### config.mk
export PLATFORM = sky130hd
export DESIGN_NAME = circle_point_generator_flat
export DESIGN_NICKNAME = d
export VERILOG_FILES = /design/src/hw/rtl/cpg_pkg.sv /design/src/hw/rtl/cpg_if.sv /design/src/hw/rtl/cpg_queue.sv /design/src/hw/rtl/cpg_front.sv /design/src/hw/rtl/cpg_back.sv /design/src/hw/rtl/circle_point_generator.sv /design/src/flat_wrapper.sv
export SDC_FILE = /design/constraint.sdc
export NUM_CORES = 1
export LEC_CHECK = 0
export BUFFER_PORTS_ARGS = -buffer_cell sky130_fd_sc_hd__buf_4
export CORE_MARGIN = 8
export CORE_UTILIZATION = 25
export CTS_CLUSTER_SIZE = 25
export DETAILED_ROUTE_END_ITERATION = 8
export GPL_TIMING_DRIVEN = 0
export PLACE_DENSITY_LB_ADDON = 0.15
export SLEW_MARGIN = 20
export SYNTH_ARGS = -nofsm -noshare
export SYNTH_HDL_FRONTEND = slang
export SYNTH_SLANG_ARGS = --single-unit
### constraint.sdc
create_clock -name clk -period 10.1 [get_ports clk]
set_input_delay 2.02 -clock clk [delete_from_list [all_inputs] [get_ports clk]]
set_output_delay 2.02 -clock clk [all_outputs]
set_load 0.05 [all_outputs]
### src/hw/rtl/cpg_pkg.sv
// shared constants and types for the circle point generator
`timescale 1ns / 1ps
`default_nettype none
package cpg_pkg;

    // default coordinate width of the center inputs
    localparam int COORD_BITS_DEF = 10;

    // entries in the step queue between front and back
    localparam int QUEUE_DEPTH = 2;

    // command codes
    localparam logic CMD_START   = 1'b0;
    localparam logic CMD_ADVANCE = 1'b1;

    // point index within one step, eight mirrored points
    localparam int          IDX_BITS = 3;
    localparam logic [2:0]  LAST_IDX = 3'd7;

    // queue status seen by producer and consumer
    typedef struct packed {
        logic full;
        logic empty;
    } cpg_q_stat_t;

endpackage
`default_nettype wire

### src/hw/rtl/cpg_if.sv
// valid/ready channel interfaces for commands and points
`timescale 1ns / 1ps
`default_nettype none
interface cpg_cmd_if #(
    parameter int COORD_BITS = cpg_pkg::COORD_BITS_DEF
);
    logic                    valid;
    logic                    ready;
    logic                    command;
    logic [COORD_BITS-1:0]   center_x;
    logic [COORD_BITS-1:0]   center_y;
    logic [COORD_BITS-2:0]   circle_radius;

    modport source (output valid, command, center_x, center_y, circle_radius, input ready);
    modport sink   (input valid, command, center_x, center_y, circle_radius, output ready);
endinterface

interface cpg_pt_if #(
    parameter int COORD_BITS = cpg_pkg::COORD_BITS_DEF
);
    logic                        valid;
    logic                        ready;
    logic signed [COORD_BITS+1:0] point_x;
    logic signed [COORD_BITS+1:0] point_y;
    logic                        last_of_step;
    logic                        finished;

    modport source (output valid, point_x, point_y, last_of_step, finished, input ready);
    modport sink   (input valid, point_x, point_y, last_of_step, finished, output ready);
endinterface
`default_nettype wire

### src/hw/rtl/cpg_queue.sv
// small step queue between the command front and the point back end
`timescale 1ns / 1ps
`default_nettype none
module cpg_queue #(
    parameter int WIDTH = 41,
    parameter int DEPTH = cpg_pkg::QUEUE_DEPTH
) (
    input  wire logic              clk,
    input  wire logic              rst_n,
    input  wire logic              push,
    input  wire logic [WIDTH-1:0]  push_data,
    input  wire logic              pop,
    output cpg_pkg::cpg_q_stat_t   stat,
    output logic [WIDTH-1:0]       head_data
);
    import cpg_pkg::*;

    localparam int PTR_W = (DEPTH > 1) ? $clog2(DEPTH) : 1;
    localparam int CNT_W = $clog2(DEPTH + 1);

    logic [WIDTH-1:0] mem_reg [DEPTH];
    logic [PTR_W-1:0] wr_ptr_reg, wr_ptr_next;
    logic [PTR_W-1:0] rd_ptr_reg, rd_ptr_next;
    logic [CNT_W-1:0] count_reg, count_next;
    logic             do_push;
    logic             do_pop;

    assign stat.full  = (count_reg == CNT_W'(DEPTH));
    assign stat.empty = (count_reg == '0);
    assign head_data  = mem_reg[rd_ptr_reg];

    assign do_push = push && !stat.full;
    assign do_pop  = pop && !stat.empty;

    // pointer and count update
    always_comb
    begin
        wr_ptr_next = wr_ptr_reg;
        rd_ptr_next = rd_ptr_reg;
        count_next  = count_reg;
        if (do_push)
        begin
            wr_ptr_next = (wr_ptr_reg == PTR_W'(DEPTH - 1)) ? '0 : wr_ptr_reg + 1'b1;
        end
        if (do_pop)
        begin
            rd_ptr_next = (rd_ptr_reg == PTR_W'(DEPTH - 1)) ? '0 : rd_ptr_reg + 1'b1;
        end
        if (do_push && !do_pop)
        begin
            count_next = count_reg + 1'b1;
        end
        else if (do_pop && !do_push)
        begin
            count_next = count_reg - 1'b1;
        end
    end

    always_ff @(posedge clk or negedge rst_n)
    begin
        if (!rst_n)
        begin
            wr_ptr_reg <= '0;
            rd_ptr_reg <= '0;
            count_reg  <= '0;
        end
        else
        begin
            wr_ptr_reg <= wr_ptr_next;
            rd_ptr_reg <= rd_ptr_next;
            count_reg  <= count_next;
        end
    end

    // entry storage
    always_ff @(posedge clk)
    begin
        if (do_push)
        begin
            mem_reg[wr_ptr_reg] <= push_data;
        end
    end

    a_count_bound: assert property (@(posedge clk) disable iff (!rst_n)
        count_reg <= CNT_W'(DEPTH))
        else $error("step queue count above depth");

endmodule
`default_nettype wire

### src/hw/rtl/cpg_front.sv
// command front: holds circle state, runs one midpoint step per beat
`timescale 1ns / 1ps
`default_nettype none
module cpg_front #(
    parameter int COORD_BITS = cpg_pkg::COORD_BITS_DEF,
    parameter int REC_W      = 4 * COORD_BITS + 1
) (
    input  wire logic                clk,
    input  wire logic                rst_n,
    cpg_cmd_if.sink                  cmd,
    input  wire cpg_pkg::cpg_q_stat_t q_stat,
    output logic                     push,
    output logic [REC_W-1:0]         push_data
);
    import cpg_pkg::*;

    localparam int DEC_BITS = COORD_BITS + 3;

    logic [COORD_BITS-1:0]      step_x_reg, step_x_next;
    logic [COORD_BITS-1:0]      step_y_reg, step_y_next;
    logic signed [DEC_BITS-1:0] decision_reg, decision_next;
    logic [COORD_BITS-1:0]      cx_reg, cx_next;
    logic [COORD_BITS-1:0]      cy_reg, cy_next;
    logic                       active_reg, active_next;

    logic                       accept;
    logic                       done;
    logic signed [DEC_BITS-1:0] diff;

    assign cmd.ready = !q_stat.full;
    assign accept    = cmd.valid && cmd.ready;

    // start loads the circle, advance steps x and maybe y
    always_comb
    begin
        step_x_next   = step_x_reg;
        step_y_next   = step_y_reg;
        decision_next = decision_reg;
        cx_next       = cx_reg;
        cy_next       = cy_reg;
        active_next   = active_reg;
        push          = 1'b0;
        done          = 1'b0;
        diff          = '0;
        if (accept)
        begin
            case (cmd.command)
                CMD_START:
                begin
                    cx_next       = cmd.center_x;
                    cy_next       = cmd.center_y;
                    step_x_next   = '0;
                    step_y_next   = {1'b0, cmd.circle_radius};
                    decision_next = DEC_BITS'(1) - DEC_BITS'(cmd.circle_radius);
                    done          = (cmd.circle_radius == '0);
                    active_next   = !done;
                    push          = 1'b1;
                end
                CMD_ADVANCE:
                begin
                    if (active_reg)
                    begin
                        step_x_next = step_x_reg + 1'b1;
                        if (decision_reg[DEC_BITS-1])
                        begin
                            decision_next = decision_reg
                                          + DEC_BITS'({step_x_next, 1'b1});
                        end
                        else
                        begin
                            step_y_next   = step_y_reg - 1'b1;
                            diff          = DEC_BITS'(step_x_next) - DEC_BITS'(step_y_next);
                            decision_next = decision_reg + (diff <<< 1) + DEC_BITS'(1);
                        end
                        done        = (step_x_next >= step_y_next);
                        active_next = !done;
                        push        = 1'b1;
                    end
                end
                default:
                begin
                    push = 1'b0;
                end
            endcase
        end
    end

    // step record: finished flag, center, current x and y
    assign push_data = {done, cy_next, cx_next, step_y_next, step_x_next};

    always_ff @(posedge clk or negedge rst_n)
    begin
        if (!rst_n)
        begin
            step_x_reg   <= '0;
            step_y_reg   <= '0;
            decision_reg <= '0;
            cx_reg       <= '0;
            cy_reg       <= '0;
            active_reg   <= 1'b0;
        end
        else
        begin
            step_x_reg   <= step_x_next;
            step_y_reg   <= step_y_next;
            decision_reg <= decision_next;
            cx_reg       <= cx_next;
            cy_reg       <= cy_next;
            active_reg   <= active_next;
        end
    end

    a_active_order: assert property (@(posedge clk) disable iff (!rst_n)
        active_reg |-> (step_x_reg < step_y_reg))
        else $error("circle in progress with x not below y");

    a_done_clears: assert property (@(posedge clk) disable iff (!rst_n)
        (push && done) |=> !active_reg)
        else $error("circle still active after finishing step");

endmodule
`default_nettype wire

### src/hw/rtl/cpg_back.sv
// point back end: expands one step record into eight mirrored points
`timescale 1ns / 1ps
`default_nettype none
module cpg_back #(
    parameter int COORD_BITS = cpg_pkg::COORD_BITS_DEF,
    parameter int REC_W      = 4 * COORD_BITS + 1
) (
    input  wire logic                clk,
    input  wire logic                rst_n,
    input  wire cpg_pkg::cpg_q_stat_t q_stat,
    input  wire logic [REC_W-1:0]    head_data,
    output logic                     pop,
    cpg_pt_if.source                 pts
);
    import cpg_pkg::*;

    localparam int PW = COORD_BITS + 2;

    logic [IDX_BITS-1:0]   idx_reg, idx_next;
    logic                  out_valid_reg, out_valid_next;
    logic [PW-1:0]         px_reg, px_next;
    logic [PW-1:0]         py_reg, py_next;
    logic                  last_reg;
    logic                  fin_reg;

    logic                  head_valid;
    logic                  load;
    logic [COORD_BITS-1:0] hx, hy, hcx, hcy;
    logic                  hdone;
    logic [PW-1:0]         a_ext, b_ext, cx_ext, cy_ext;

    assign head_valid = !q_stat.empty;
    assign load       = head_valid && (!out_valid_reg || pts.ready);
    assign pop        = load && (idx_reg == LAST_IDX);

    assign {hdone, hcy, hcx, hy, hx} = head_data;

    // first four points use (x, y), last four swap them
    always_comb
    begin
        cx_ext = {2'b00, hcx};
        cy_ext = {2'b00, hcy};
        a_ext  = idx_reg[2] ? {2'b00, hy} : {2'b00, hx};
        b_ext  = idx_reg[2] ? {2'b00, hx} : {2'b00, hy};
        px_next = idx_reg[1] ? (cx_ext - a_ext) : (cx_ext + a_ext);
        py_next = (idx_reg[1] ^ idx_reg[0]) ? (cy_ext - b_ext) : (cy_ext + b_ext);
    end

    always_comb
    begin
        idx_next       = load ? idx_reg + 1'b1 : idx_reg;
        out_valid_next = load ? 1'b1 : (out_valid_reg && !pts.ready);
    end

    always_ff @(posedge clk or negedge rst_n)
    begin
        if (!rst_n)
        begin
            idx_reg       <= '0;
            out_valid_reg <= 1'b0;
        end
        else
        begin
            idx_reg       <= idx_next;
            out_valid_reg <= out_valid_next;
        end
    end

    // output beat register
    always_ff @(posedge clk)
    begin
        if (load)
        begin
            px_reg   <= px_next;
            py_reg   <= py_next;
            last_reg <= (idx_reg == LAST_IDX);
            fin_reg  <= hdone;
        end
    end

    assign pts.valid        = out_valid_reg;
    assign pts.point_x      = px_reg;
    assign pts.point_y      = py_reg;
    assign pts.last_of_step = last_reg;
    assign pts.finished     = fin_reg;

    a_mid_step_head: assert property (@(posedge clk) disable iff (!rst_n)
        (idx_reg != '0) |-> head_valid)
        else $error("step record gone before its eighth point");

endmodule
`default_nettype wire

### src/hw/rtl/circle_point_generator.sv
// top level of the midpoint circle point generator
//
//  channel   dir  carries                                         beat
//  cmd       in   command, center_x, center_y, circle_radius      one command
//  pts       out  point_x, point_y, last_of_step, finished        one point
//
// a start or an active advance yields eight point beats, one per cycle
// unless the output stalls; the point back end sets the pace of a steady
// run of commands. the front takes each command and hands the step to a
// two-entry queue; advances with no circle in progress are taken and
// dropped. reset clears all circle state. a stalled output holds its beat
// while the front keeps taking commands until the queue is full.
`timescale 1ns / 1ps
`default_nettype none
module circle_point_generator #(
    parameter int COORD_BITS = cpg_pkg::COORD_BITS_DEF
) (
    input  wire logic  clk,
    input  wire logic  rst_n,
    cpg_cmd_if.sink    cmd,
    cpg_pt_if.source   pts
);
    import cpg_pkg::*;

    localparam int REC_W = 4 * COORD_BITS + 1;

    cpg_q_stat_t      q_stat;
    logic             push;
    logic [REC_W-1:0] push_data;
    logic             pop;
    logic [REC_W-1:0] head_data;

    // command front
    cpg_front #(
        .COORD_BITS (COORD_BITS),
        .REC_W      (REC_W)
    ) u_front (
        .clk       (clk),
        .rst_n     (rst_n),
        .cmd       (cmd),
        .q_stat    (q_stat),
        .push      (push),
        .push_data (push_data)
    );

    // step queue
    cpg_queue #(
        .WIDTH (REC_W),
        .DEPTH (QUEUE_DEPTH)
    ) u_queue (
        .clk       (clk),
        .rst_n     (rst_n),
        .push      (push),
        .push_data (push_data),
        .pop       (pop),
        .stat      (q_stat),
        .head_data (head_data)
    );

    // point back end
    cpg_back #(
        .COORD_BITS (COORD_BITS),
        .REC_W      (REC_W)
    ) u_back (
        .clk       (clk),
        .rst_n     (rst_n),
        .q_stat    (q_stat),
        .head_data (head_data),
        .pop       (pop),
        .pts       (pts)
    );

endmodule
`default_nettype wire
### src/flat_wrapper.sv
// flat-port wrapper written by rule: the top's interface ports become plain ports
module circle_point_generator_flat import cpg_pkg::*;
#(
    parameter int COORD_BITS = cpg_pkg::COORD_BITS_DEF
)
  (clk, rst_n, cmd_valid, cmd_command, cmd_center_x, cmd_center_y, cmd_circle_radius, cmd_ready, pts_valid, pts_point_x, pts_point_y, pts_last_of_step, pts_finished, pts_ready);
  cpg_cmd_if #(.COORD_BITS(COORD_BITS)) cmd_i ();
  cpg_pt_if #(.COORD_BITS(COORD_BITS)) pts_i ();
  input  wire logic clk;
  input  wire logic rst_n;
  input wire logic [$bits(cmd_i.valid)-1:0] cmd_valid;
  input wire logic [$bits(cmd_i.command)-1:0] cmd_command;
  input wire logic [$bits(cmd_i.center_x)-1:0] cmd_center_x;
  input wire logic [$bits(cmd_i.center_y)-1:0] cmd_center_y;
  input wire logic [$bits(cmd_i.circle_radius)-1:0] cmd_circle_radius;
  output wire logic [$bits(cmd_i.ready)-1:0] cmd_ready;
  output wire logic [$bits(pts_i.valid)-1:0] pts_valid;
  output wire logic [$bits(pts_i.point_x)-1:0] pts_point_x;
  output wire logic [$bits(pts_i.point_y)-1:0] pts_point_y;
  output wire logic [$bits(pts_i.last_of_step)-1:0] pts_last_of_step;
  output wire logic [$bits(pts_i.finished)-1:0] pts_finished;
  input wire logic [$bits(pts_i.ready)-1:0] pts_ready;
  assign cmd_i.valid = cmd_valid;
  assign cmd_i.command = cmd_command;
  assign cmd_i.center_x = cmd_center_x;
  assign cmd_i.center_y = cmd_center_y;
  assign cmd_i.circle_radius = cmd_circle_radius;
  assign cmd_ready = cmd_i.ready;
  assign pts_valid = pts_i.valid;
  assign pts_point_x = pts_i.point_x;
  assign pts_point_y = pts_i.point_y;
  assign pts_last_of_step = pts_i.last_of_step;
  assign pts_finished = pts_i.finished;
  assign pts_i.ready = pts_ready;
  circle_point_generator #(.COORD_BITS(COORD_BITS)) u_core (.clk(clk), .rst_n(rst_n), .cmd(cmd_i), .pts(pts_i));
endmodule
==> impl_metrics.ini <==
[drt]
drt_iter0_markers = 386
ant_nets = 0
dr.pass1.iters = 5
drc = 0
detail_route.vias_per_cell = 4.61
wl_per_cell_um = 18.1
wl_mm = 28.6
vias = 7297

[logic_synthesis]
syn-cell-area_um2 = 10400
yosysMostFrequentCell = nand2_1
synthArstFlopShare_pct = 36.5
synthCells = 956
yosysSeqAreaShare_pct = 46.1
ys_ff_latch = 170
ys_types = 68
syn-mean-instance-area_um2 = 10.9
synth_xor_area_share_pct = 6.79
yosysTopAreaCell = edfxtp_1
yosys-top-cells-count = nand2_1, edfxtp_1, ha_1
synth_area_leaders = edfxtp_1, dfrtp_1, ha_1, mux4_2, nand2_1
yosysWarnings = 0
synth_fa_ha_area_share_pct = 12.2
synth_top_family_by_area = compound AO/OA/AOI/OAI gates
synth-edff-count = 108
synth-compound-area-share_pct = 14.1
synth-simple-area-share_pct = 10.3
synth_mux_area_share_pct = 7.10
synthesis.nets = 1087
yosys.area.top_type_share_pct = 31.2
ys.flop_type = edfxtp_1

[floorplan]
num_rows = 74
die_h_um = 220
die_w_um = 220
die-area_um2 = 48400
start_util_pct = 25.4
core_um2 = 41000
io_pins = 62

[global_route]
grt_start_max_net_pins = 63
grt_first_pass_wirelength_mm = 44.4
antenna_found_initial = 0
grt_pass1_vias = 7518
overflow = 0
track_usage_pct = 12.2

[timing]
timing.slew.headroom_pct = 33.9
slew_violations = 0
finalHoldViolCount = 0
setup_viol = 0
rsz0062_at_grt = no
tns_ps = 0
fin_worst_skew_ps = 10.6
max_slew.worst_pin.slew_ps = 988
fmax_mhz = 222
fin_crit_ps = 4500
min_period_over_period_pct = 44.5

[flow_run]
maxCapViolCount = 0

[status]
status = finished clean

[worst_hold_path]
whs_path_depth = 1
hold_path_end = u_core.u_back.idx_reg[0]
hold_start = u_core.u_back.idx_reg[0]
hp-class = register to register

[worst_setup_path]
r2r_cells = 14
worstPathMaxFanout = 10
critPathKind = register to register
r2r-end = u_core.u_back.pts.point_x[10]
r2r_start = u_core.u_queue.rd_ptr_reg
crit_required_ps = 10280
setup.worst_path.end_class = register
worstPathArrival_ps = 4680
r2r_slack_ps = 5600
cp-start-kind = register

[clock_network]
clk_pin_slew_ps = 70
cts_tree = yes
root_buffer = clkbuf_16
cts_sinks = 170
insertion_delay_ps = 430
cts_setup_buffers = 0
cts_max_level = 4
hold_buffers = 0
max-clock-path-buffers = 2
cts_resized = 0
numCtsBuffers = 17

[final_layout]
fin_util_pct = 29.7
nets = 1169
area_growth_pct = 16.9
final_area_um2 = 12200
drive_above_1_share_pct = 15.1
largest_reg_flops = 82
antennaDiodeCount = 0

[placed_design]
placedInstanceArea_um2 = 11600
place.port_buffers = 61
place_hpwl_mm = 21.7
place_congestion = 0.808
## cell usage in the layout (no fill, tap or decap), drive strengths merged, types with 3 or more instances in the layout
cell	netlist	final
edfxtp	108	108
a22o	3	3
buf	4	67
o21ai	60	60
nand2	110	110
o21bai	7	7
inv	61	64
and3	6	6
nand3	20	20
o31ai	8	8
mux2	23	23
a211oi	16	16
or3	5	5
o21a	10	10
nor2	54	54
xor2	35	35
xnor2	44	44
ha	90	90
nor2b	4	4
nor4	4	4
nor3	13	13
a31oi	11	11
fa	7	7
a21oi	58	58
o211ai	4	4
mux4	20	20
a22oi	3	3
nand2b	11	11
a21o	20	20
mux2i	3	3
clkbuf	27	46
dfrtp	62	62
o22ai	14	14
clkinv	2	9
## worst max path at each step
stage,slack [ps],endpoint,depth (start not counted),from
final,5600,u_core.u_back.pts.point_x[10],14,u_core.u_queue.rd_ptr_reg
after global routing,5250,u_core.u_back.pts.point_x[10],14,u_core.u_queue.rd_ptr_reg
after global placement,3220,u_core.u_queue.mem_reg[0][31],6,cmd_valid
after CTS,5460,u_core.u_back.pts.point_x[10],14,u_core.u_queue.rd_ptr_reg
after detailed placement,5290,u_core.u_queue.mem_reg[1][31],7,cmd_valid
after floorplan,5250,u_core.u_queue.mem_reg[0][0],5,cmd_valid
## worst max-delay path, cell delays in order, from the launching register on
cell and delay (ps):
dfrtp_1 320, clkbuf_1 400, buf_2 400, clkbuf_1 760
mux2i_1 330, inv_1 70, ha_1 230, fa_1 400
nand2b_1 90, a21oi_1 80, o21ai_0 160, a21oi_1 120
o41ai_1 480, o21ai_0 150, a31o_2 260
## layout make-up
type	instances	area, um^2
buffer	31	124
timing repair buffer	63	505
clock inverter	13	120
clock buffer	19	443
multi-input combinational	692	5280
fill	4269	28900
tap	532	666
sequential	170	4790
inverter	63	236
## metal layers
layer	wire length, um	share of wire (%)	global-route usage [%]
met4	419	1.5	3.29
met3	808	2.8	1.78
met5	0	0	0
met2	13700	48	20.5
met1	13700	48	16.1
## metrics by stage
step	setup WS, ps	hold slack [ps]	instances
after CTS	5460	476	1583
final	5600	476	1583
after floorplan	5250	448	956
after global routing	5250	521	1583
after detailed placement	5290	463	1551
after global placement	3220	461	1549
## kinds of logic after synthesis
group	count (synthesis)
flops	170
compound gates	234
mux	46
fa+ha+maj	97
xor+xnor	79
buf+inv	94
simple gates	236
Power is not shown: default switching activity piles up to over one toggle a cycle in this logic, so the estimate is an artifact.
